### config.mk
export PLATFORM = sky130hd
export DESIGN_NAME = stream_find_replace_top
export DESIGN_NICKNAME = d
export VERILOG_FILES = /design/src/design/sfr_pkg.sv /design/src/design/sfr_front.sv /design/src/design/sfr_cmd_queue.sv /design/src/design/sfr_back.sv /design/src/design/stream_find_replace_top.sv
export SDC_FILE = /design/constraint.sdc
export NUM_CORES = 1
export LEC_CHECK = 0
export CAP_MARGIN = 10
export CORE_ASPECT_RATIO = 0.7
export CORE_MARGIN = 3
export CORE_UTILIZATION = 50
export DETAILED_ROUTE_END_ITERATION = 10
export DONT_BUFFER_PORTS = 1
export GPL_TIMING_DRIVEN = 0
export PLACE_DENSITY = 0.68
export SETUP_SLACK_MARGIN = 0.02
export SLEW_MARGIN = 20
export SYNTH_ARGS = -nofsm -noshare
export SYNTH_HDL_FRONTEND = slang
export SYNTH_SLANG_ARGS = --single-unit
### constraint.sdc
create_clock -name clk -period 6.1 [get_ports clk]
set_input_delay 0 -clock clk [delete_from_list [all_inputs] [get_ports clk]]
set_output_delay 0 -clock clk [all_outputs]
set_load 0.005 [all_outputs]
### src/design/sfr_pkg.sv
package sfr_pkg;

    localparam int MAX_PATTERN_BYTES = 8;
    localparam int CNT_W    = $clog2(MAX_PATTERN_BYTES + 1);
    localparam int IDX_W    = (MAX_PATTERN_BYTES > 1) ? $clog2(MAX_PATTERN_BYTES) : 1;
    localparam int PAT_W    = 8 * MAX_PATTERN_BYTES;
    localparam int TOTAL_W  = 16;
    localparam int QUEUE_DEPTH = 4;
    localparam int QPTR_W   = $clog2(QUEUE_DEPTH);
    localparam int QCNT_W   = $clog2(QUEUE_DEPTH + 1);

    typedef logic [1:0] cfg_idx_t;

    localparam cfg_idx_t CFG_FIND_PATTERN    = 2'd0;
    localparam cfg_idx_t CFG_FIND_LENGTH     = 2'd1;
    localparam cfg_idx_t CFG_REPLACE_PATTERN = 2'd2;
    localparam cfg_idx_t CFG_REPLACE_LENGTH  = 2'd3;

    // One queued burst: up to MAX_PATTERN_BYTES output bytes, lowest octet first.
    typedef struct packed {
        logic [PAT_W-1:0]   bytes;
        logic [CNT_W-1:0]   count;
        logic               last;
        logic [TOTAL_W-1:0] total;
    } cmd_t;

endpackage

### src/design/sfr_front.sv
module sfr_front (
    input  logic                 clk,
    input  logic                 rst_n,
    input  logic                 cfg_valid,
    input  sfr_pkg::cfg_idx_t    cfg_index,
    input  logic [63:0]          cfg_data,
    input  logic                 accept,
    input  logic [7:0]           in_byte,
    input  logic                 in_last,
    output logic                 cmd_push,
    output sfr_pkg::cmd_t        cmd
);
    import sfr_pkg::*;

    logic [PAT_W-1:0]   find_pat_reg;
    logic [3:0]         find_len_reg;
    logic [PAT_W-1:0]   repl_pat_reg;
    logic [3:0]         repl_len_reg;

    logic [7:0]         win_reg [MAX_PATTERN_BYTES];
    logic [7:0]         win_next [MAX_PATTERN_BYTES];
    logic [7:0]         win_new [MAX_PATTERN_BYTES];
    logic [CNT_W-1:0]   cnt_reg;
    logic [CNT_W-1:0]   cnt_next;
    logic [TOTAL_W-1:0] match_cnt_reg;
    logic [TOTAL_W-1:0] match_cnt_next;

    logic [CNT_W-1:0]   fl;
    logic [CNT_W-1:0]   rl;
    logic [CNT_W-1:0]   c0;
    logic [CNT_W-1:0]   n1;
    logic               win_full;
    logic               hit;
    logic [TOTAL_W-1:0] match_inc;

    always_comb
    begin
        if (find_len_reg == 4'd0)
            fl = CNT_W'(1);
        else if (find_len_reg > 4'(MAX_PATTERN_BYTES))
            fl = CNT_W'(MAX_PATTERN_BYTES);
        else
            fl = CNT_W'(find_len_reg);

        if (repl_len_reg > 4'(MAX_PATTERN_BYTES))
            rl = CNT_W'(MAX_PATTERN_BYTES);
        else
            rl = CNT_W'(repl_len_reg);
    end

    // Place the new byte after the pending ones and compare the window.
    always_comb
    begin
        c0 = (cnt_reg >= fl) ? '0 : cnt_reg;
        n1 = c0 + CNT_W'(1);
        win_full = (n1 == fl);
        hit = 1'b1;
        for (int i = 0; i < MAX_PATTERN_BYTES; i++)
        begin
            win_new[i] = (IDX_W'(i) == c0[IDX_W-1:0]) ? in_byte : win_reg[i];
            if ((CNT_W'(i) < fl) && (win_new[i] != find_pat_reg[8*i +: 8]))
                hit = 1'b0;
        end
        match_inc = (match_cnt_reg == '1) ? match_cnt_reg : match_cnt_reg + TOTAL_W'(1);
    end

    always_comb
    begin
        cmd.last  = in_last;
        cmd.total = (win_full && hit) ? match_inc : match_cnt_reg;
        for (int i = 0; i < MAX_PATTERN_BYTES; i++)
            cmd.bytes[8*i +: 8] = win_new[i];
        cnt_next       = cnt_reg;
        match_cnt_next = match_cnt_reg;
        for (int i = 0; i < MAX_PATTERN_BYTES; i++)
            win_next[i] = win_reg[i];

        if (win_full && hit)
        begin
            cmd.bytes      = repl_pat_reg;
            cmd.count      = rl;
            cnt_next       = '0;
            match_cnt_next = match_inc;
        end
        else if (in_last)
        begin
            // flush everything still pending, oldest first
            cmd.count = n1;
            cnt_next  = n1;
            for (int i = 0; i < MAX_PATTERN_BYTES; i++)
                win_next[i] = win_new[i];
        end
        else if (win_full)
        begin
            cmd.count = CNT_W'(1);
            cnt_next  = fl - CNT_W'(1);
            for (int i = 0; i < MAX_PATTERN_BYTES - 1; i++)
                win_next[i] = win_new[i + 1];
            win_next[MAX_PATTERN_BYTES - 1] = win_new[MAX_PATTERN_BYTES - 1];
        end
        else
        begin
            cmd.count = '0;
            cnt_next  = n1;
            for (int i = 0; i < MAX_PATTERN_BYTES; i++)
                win_next[i] = win_new[i];
        end

        if (in_last)
        begin
            cnt_next       = '0;
            match_cnt_next = '0;
        end
    end

    assign cmd_push = accept && ((cmd.count != '0) || in_last);

    always_ff @(posedge clk or negedge rst_n)
    begin
        if (!rst_n)
        begin
            find_pat_reg  <= '0;
            find_len_reg  <= 4'd1;
            repl_pat_reg  <= '0;
            repl_len_reg  <= 4'd0;
            cnt_reg       <= '0;
            match_cnt_reg <= '0;
        end
        else if (cfg_valid)
        begin
            case (cfg_index)
                CFG_FIND_PATTERN:    find_pat_reg <= cfg_data[PAT_W-1:0];
                CFG_FIND_LENGTH:
                begin
                    find_len_reg <= cfg_data[3:0];
                    cnt_reg      <= '0;
                end
                CFG_REPLACE_PATTERN: repl_pat_reg <= cfg_data[PAT_W-1:0];
                CFG_REPLACE_LENGTH:  repl_len_reg <= cfg_data[3:0];
                default:             ;
            endcase
        end
        else if (accept)
        begin
            cnt_reg       <= cnt_next;
            match_cnt_reg <= match_cnt_next;
        end
    end

    always_ff @(posedge clk)
    begin
        if (accept && !cfg_valid)
        begin
            for (int i = 0; i < MAX_PATTERN_BYTES; i++)
                win_reg[i] <= win_next[i];
        end
    end

endmodule

### src/design/sfr_cmd_queue.sv
module sfr_cmd_queue (
    input  logic          clk,
    input  logic          rst_n,
    input  logic          wr_en,
    input  sfr_pkg::cmd_t wr_cmd,
    output logic          full,
    input  logic          rd_en,
    output sfr_pkg::cmd_t rd_cmd,
    output logic          empty
);
    import sfr_pkg::*;

    cmd_t              mem_reg [QUEUE_DEPTH];
    logic [QPTR_W-1:0] wr_ptr_reg;
    logic [QPTR_W-1:0] rd_ptr_reg;
    logic [QCNT_W-1:0] cnt_reg;
    logic              do_wr;
    logic              do_rd;

    assign full   = (cnt_reg == QCNT_W'(QUEUE_DEPTH));
    assign empty  = (cnt_reg == '0);
    assign do_wr  = wr_en && !full;
    assign do_rd  = rd_en && !empty;
    assign rd_cmd = mem_reg[rd_ptr_reg];

    always_ff @(posedge clk or negedge rst_n)
    begin
        if (!rst_n)
        begin
            wr_ptr_reg <= '0;
            rd_ptr_reg <= '0;
            cnt_reg    <= '0;
        end
        else
        begin
            if (do_wr)
                wr_ptr_reg <= (wr_ptr_reg == QPTR_W'(QUEUE_DEPTH - 1)) ? '0
                                                                        : wr_ptr_reg + 1'b1;
            if (do_rd)
                rd_ptr_reg <= (rd_ptr_reg == QPTR_W'(QUEUE_DEPTH - 1)) ? '0
                                                                        : rd_ptr_reg + 1'b1;
            if (do_wr && !do_rd)
                cnt_reg <= cnt_reg + 1'b1;
            else if (do_rd && !do_wr)
                cnt_reg <= cnt_reg - 1'b1;
        end
    end

    always_ff @(posedge clk)
    begin
        if (do_wr)
            mem_reg[wr_ptr_reg] <= wr_cmd;
    end

endmodule

### src/design/sfr_back.sv
module sfr_back (
    input  logic          clk,
    input  logic          rst_n,
    input  sfr_pkg::cmd_t q_cmd,
    input  logic          q_empty,
    output logic          q_pop,
    input  logic          pop,
    output logic          empty,
    output logic [7:0]    out_byte,
    output logic          out_byte_valid,
    output logic          out_last,
    output logic [15:0]   match_total
);
    import sfr_pkg::*;

    cmd_t             cur_reg;
    logic             cur_valid_reg;
    logic [IDX_W-1:0] idx_reg;
    logic             final_beat;
    logic             beat_done;

    assign empty          = !cur_valid_reg;
    assign out_byte_valid = (cur_reg.count != '0);
    assign final_beat     = !out_byte_valid
                            || ((CNT_W'(idx_reg) + CNT_W'(1)) == cur_reg.count);
    assign out_byte       = out_byte_valid ? cur_reg.bytes[8*idx_reg +: 8] : 8'd0;
    assign out_last       = cur_reg.last && final_beat;
    assign match_total    = out_last ? cur_reg.total : 16'd0;

    assign beat_done = cur_valid_reg && pop;
    // Load the next burst once the current one has gone out.
    assign q_pop     = !q_empty && (!cur_valid_reg || (beat_done && final_beat));

    always_ff @(posedge clk or negedge rst_n)
    begin
        if (!rst_n)
        begin
            cur_valid_reg <= 1'b0;
            idx_reg       <= '0;
        end
        else if (q_pop)
        begin
            cur_valid_reg <= 1'b1;
            idx_reg       <= '0;
        end
        else if (beat_done)
        begin
            if (final_beat)
            begin
                cur_valid_reg <= 1'b0;
                idx_reg       <= '0;
            end
            else
                idx_reg <= idx_reg + 1'b1;
        end
    end

    always_ff @(posedge clk)
    begin
        if (q_pop)
            cur_reg <= q_cmd;
    end

endmodule

### src/design/stream_find_replace_top.sv
// Streaming find-and-replace over a byte stream.
// Input queue side: drive in_byte/in_last with push; a transaction happens on a
// clock edge with push high and full low. One byte can be taken every cycle
// while full is low. Output queue side: while empty is low the oldest result is
// on out_byte, out_byte_valid, out_last and match_total; pop takes it. Results
// leave at one per cycle while pop is high; N replacement or flushed bytes give
// N results; a match with an empty replacement gives none, or, if it ends the
// string, one with out_byte_valid low. Each result is queued, then registered.
// A front stage compares the window and queues bursts into a four-entry command
// queue; the back stage serializes them. full rises when the queue fills, either
// because pop is held low or because bursts arrive faster than one byte a cycle.
// Configuration: cfg_valid/cfg_ready with cfg_index and cfg_data; cfg_ready is
// always high. Write only while the block is idle.
// Reset (rst_n low, asynchronous) empties the queue, clears the pending window
// and match count, and restores find length 1, replace length 0, zero patterns.
module stream_find_replace_top (
    input  logic              clk,
    input  logic              rst_n,
    input  logic              cfg_valid,
    output logic              cfg_ready,
    input  sfr_pkg::cfg_idx_t cfg_index,
    input  logic [63:0]       cfg_data,
    input  logic              push,
    output logic              full,
    input  logic [7:0]        in_byte,
    input  logic              in_last,
    output logic              empty,
    input  logic              pop,
    output logic [7:0]        out_byte,
    output logic              out_byte_valid,
    output logic              out_last,
    output logic [15:0]       match_total
);
    import sfr_pkg::*;

    cmd_t front_cmd;
    cmd_t q_cmd;
    logic front_push;
    logic q_empty;
    logic q_pop;
    logic accept;

    assign cfg_ready = 1'b1;
    assign accept    = push && !full;

    sfr_front u_front (
        .clk       (clk),
        .rst_n     (rst_n),
        .cfg_valid (cfg_valid),
        .cfg_index (cfg_index),
        .cfg_data  (cfg_data),
        .accept    (accept),
        .in_byte   (in_byte),
        .in_last   (in_last),
        .cmd_push  (front_push),
        .cmd       (front_cmd)
    );

    sfr_cmd_queue u_queue (
        .clk    (clk),
        .rst_n  (rst_n),
        .wr_en  (front_push),
        .wr_cmd (front_cmd),
        .full   (full),
        .rd_en  (q_pop),
        .rd_cmd (q_cmd),
        .empty  (q_empty)
    );

    sfr_back u_back (
        .clk            (clk),
        .rst_n          (rst_n),
        .q_cmd          (q_cmd),
        .q_empty        (q_empty),
        .q_pop          (q_pop),
        .pop            (pop),
        .empty          (empty),
        .out_byte       (out_byte),
        .out_byte_valid (out_byte_valid),
        .out_last       (out_last),
        .match_total    (match_total)
    );

endmodule
==> reports/qor.yml <==
run_status: "complete, no violations"
async_reset_ff_share_pct: 25.5
grt.total_usage_pct: 24.7
ctsLongestPathBuffers: 3
crit_path_start_kind: "register"
ios: 109
grt_max_degree: 168
routedWlPerCell_microns: 26.3
place.detailed.instances: 2594
finalClockSkew_ns: 0.0220
maxSlewViolCount: 0
synth.distinct_cells: 68
total_of_max_cap_violations: 0
register_bit_total_from_synthesis: 656
max-slew-margin-rel_pct: 27.7
initial_core_util_pct: 51.2
total_power_mw: 13.9
final.setup.tns_ns: 0
power_leakage_nw: 11.7
htree_num_levels: 2
gp_congestion: 0.924
groute.layer.met3.usage_pct: 4.88
grt_pass1_wl_microns: 110000
placed_cell_areas_sq_um: 29900
synth.cell_area_sq_um: 28600
syn2layout_area_growth_pct: 16.8
detail_route.iter0.violations: 2081
synth_edf_count: 489
vias: 17273
fin_nets: 2117
largest_register_ff_count: 340
worst_hold_slack_ns: 0.0691
globalRouteMet1Util_pct: 37.7
drt_pre_antenna_iters: 6
die_y_microns: 206
later_pin_clock_latency_in_the_skew_report_ns: 0.64
postSynthCellCount: 1843
timing.critical_path.mode_cell: "ha_1"
horiz_die_dim_microns: 292
worst_hold_path_type: "primary input to asynchronous set/reset pin"
postSynthNetCount: 1946
actual_transition_at_the_worst_max_transition_pin_ns: 1.08
critPathTopFamily: "adder cells"
detail_route.vias_per_cell: 6.15
drive_above_1_share_pct: 24.5
total_cts_buffers: 61
synth_top_flop_cell: "edfxtp_1"
floorplan.core_area_sq_um: 55900
power_density_nw_per_um2: 414
post-route-min-period_ns: 5.86
critical_path_arrival_ns: 6.39
timing_worst_setup_path_type: "register to register"
crit_slowest_cell: "dfrtp_2"
use_met2_pct: 37.0
root_buffer: "clkbuf_16"
die-area_sq_um: 60200
finalSetupViolCount: 0
worst-path-buf-inv: 4
synth.yosys.seq_area_share_pct: 65.9
clock_sinks: 656
timing.critical_path.slowest_cell_delay_ns: 0.47
drt.antenna.violating_nets: 0
hold_viol: 0
dpl_hpwl_microns: 51200
tritoncts: "built"
io_buffer_count: 0
drc_errors: 0
reg2reg_setup_slack_ns: 0.24
endpoint_kind: "register"
initial_antenna_violation_count: 6
worst-endpoint-required_ns: 6.62
ir_drop_mv: 0.243
achievable-frequency_mhz: 171
path_max_fanout: 10
final_area_sq_um: 33400
finalNonFillerCells: 2807
global_route.peak_usage_layer: "met1"
clkSlewWorstSetupHoldPaths_ns: 0.07
num_rows: 72
grt_pass1_vias: 16885
synth_warnings: 0
route.final.wire_length_microns: 73900
path_cells: "inv_4 -> nand2_1 -> ha_1 -> o211ai_4 -> or2_4 -> and3_1 -> ha_2 -> ha_4 -> buf_12 -> mux2i_2 -> xor2_1 -> nand4_1 -> nor4_1 -> a21oi_1 -> a2111o_1 -> a2111oi_4 -> buf_4 -> a31o_2 -> a21oi_4 -> ha_1 -> inv_1 -> fa_1 -> mux2_2"
post_synth.cell_area_avg_sq_um: 15.5
min_period_over_period_pct: 96.1
globalRouteOverflowTotal: 0
[worst reg2reg max path, delay by kind of cell (launching register included)]
kind,cells,cell delay [ns]
AOI/OAI and AO/OA,6,1.46
buffers and inverters,4,0.56
xor gates and xnor gates,1,0.17
muxes,2,0.56
adders and majority gates,5,1.47
and+or+nand+nor,5,1.08
DFF,1,0.47
[layout by cell type, fill, tap and decap left out, drive strengths merged, types with 24 or more instances in the layout]
cell type	Yosys	layout
edfxtp	489	489
mux2	172	172
dfrtp	166	166
clkbuf	76	163
nor2	161	161
mux4	101	101
a21oi	80	80
dlygate4sd3	0	77
nand2	73	73
buf	31	62
xnor2	49	49
mux2i	47	47
xor2	45	45
o22ai	33	33
inv	31	33
and2	27	27
o21ai	25	25
nand2b	24	24
[path summary, 6_finish.rpt]
path                                                     startpoint                                    to  cells past startpoint
worst max register to register  u_front.find_len_reg[3]$_DFFE_PN0P_        u_queue.cnt_reg[1]$_DFFE_PN0P_                     23
worst min-delay path                                          rst_n  u_front.repl_pat_reg[57]$_DFFE_PN0P_                      2
max in group asynchronous                                     rst_n   u_front.find_len_reg[2]$_DFFE_PN0P_                      2
worst min register to register       u_queue.cnt_reg[2]$_DFFE_PN0P_        u_queue.cnt_reg[2]$_DFFE_PN0P_                      1
min in group clk                                       cfg_data[22]  u_front.find_pat_reg[22]$_DFFE_PN0P_                      2
worst max-delay path            u_front.find_len_reg[3]$_DFFE_PN0P_        u_queue.cnt_reg[1]$_DFFE_PN0P_                     23
[report_power, final]
group,switching (mW),internal (mW),total [mW]
Sequential,0.328,5.82,6.15
Clock,1.68,2.25,3.93
Combinational,2.19,1.59,3.78
[repair_timing]
action | 4_1_cts | 5_1_grt
pin swaps | 6 | 16
setup endpoints to repair | 764 | 681
hold buffers | 78 | 0
hold endpoints to repair | 380 | 0
cloned | 0 | 0
gates resized for setup | 60 | 67
buffers inserted | 8 | 12
[layout make-up]
class / instances / area [sq um]
fillers: 4223 / 22500
clock inverters: 28 / 303
repair buffers: 110 / 1240
flip-flops and latches: 656 / 18900
plain buffers: 105 / 474
clock buffers: 87 / 1780
inverters: 32 / 123
well taps: 740 / 926
diodes: 1 / 2.50
multi-input cells: 1048 / 9720
[synthesized netlist by cell type (3+ instances only)]
| cell type | count | area [sq um] |
|---|---|---|
| o31ai_1 | 8 | 60.1 |
| o2111a_1 | 6 | 67.6 |
| dfrtp_1 | 166 | 4150 |
| and2_1 | 27 | 169 |
| o211ai_1 | 14 | 105 |
| nand3b_1 | 5 | 37.5 |
| buf_1 | 16 | 60.1 |
| o211a_1 | 5 | 50.1 |
| nand2_1 | 72 | 270 |
| nand4_1 | 13 | 81.3 |
| ha_1 | 22 | 275 |
| nor4_1 | 12 | 75.1 |
| nor3_1 | 6 | 30.0 |
| clkbuf_1 | 76 | 285 |
| or3_1 | 7 | 43.8 |
| edfxtp_1 | 489 | 14700 |
| o22ai_1 | 33 | 206 |
| inv_1 | 30 | 113 |
| a32o_1 | 5 | 50.1 |
| a311oi_2 | 6 | 90.1 |
| mux2_2 | 157 | 1770 |
| buf_2 | 13 | 65.1 |
| nand2b_1 | 24 | 150 |
| nor2b_1 | 9 | 56.3 |
| or2_2 | 3 | 18.8 |
| nor2_1 | 161 | 604 |
| o21ai_0 | 25 | 125 |
| a31oi_1 | 11 | 68.8 |
| mux4_2 | 101 | 2270 |
| mux2_1 | 15 | 169 |
| a2bb2oi_1 | 3 | 26.3 |
| and3_1 | 6 | 37.5 |
| nand3_1 | 17 | 85.1 |
| a21oi_1 | 79 | 395 |
| xor2_1 | 45 | 394 |
| mux2i_1 | 47 | 470 |
| xnor2_1 | 49 | 429 |
| o2111ai_1 | 19 | 166 |
[per-stage QoR]
step	setup slack [ns]	utilization, %
final	0.236	59.8
after CTS	-0.0358	59.0
after global placement	-2.22	52.8
after global routing	-0.00766	59.8
after detailed placement	-1.76	53.4
after floorplan	0.227	-
[cell families (layout without fill, tap and decap cells)]
| group | Yosys count | in the layout | synth area share [%] |
|---|---|---|---|
| flops | 656 | 656 | 65.9 |
| other cells | 1 | 2 | 0.0131 |
| mux | 320 | 320 | 16.4 |
| fa+ha+maj | 23 | 23 | 1.03 |
| xor+xnor | 94 | 94 | 2.88 |
| simple gates | 372 | 372 | 6.18 |
| compound gates | 238 | 238 | 5.73 |
| buf+inv | 139 | 362 | 1.91 |
[layer usage]
metal | up-vias | wire (microns) | share of wire, %
met5 | - | 38 | 0.051
met2 | 795 | 33000 | 45
met1 | 8922 | 32900 | 45
met4 | 6 | 1460 | 2.0
met3 | 120 | 6500 | 8.8
li1 | 7430 | - | -
(Power assumes the default switching activity.)
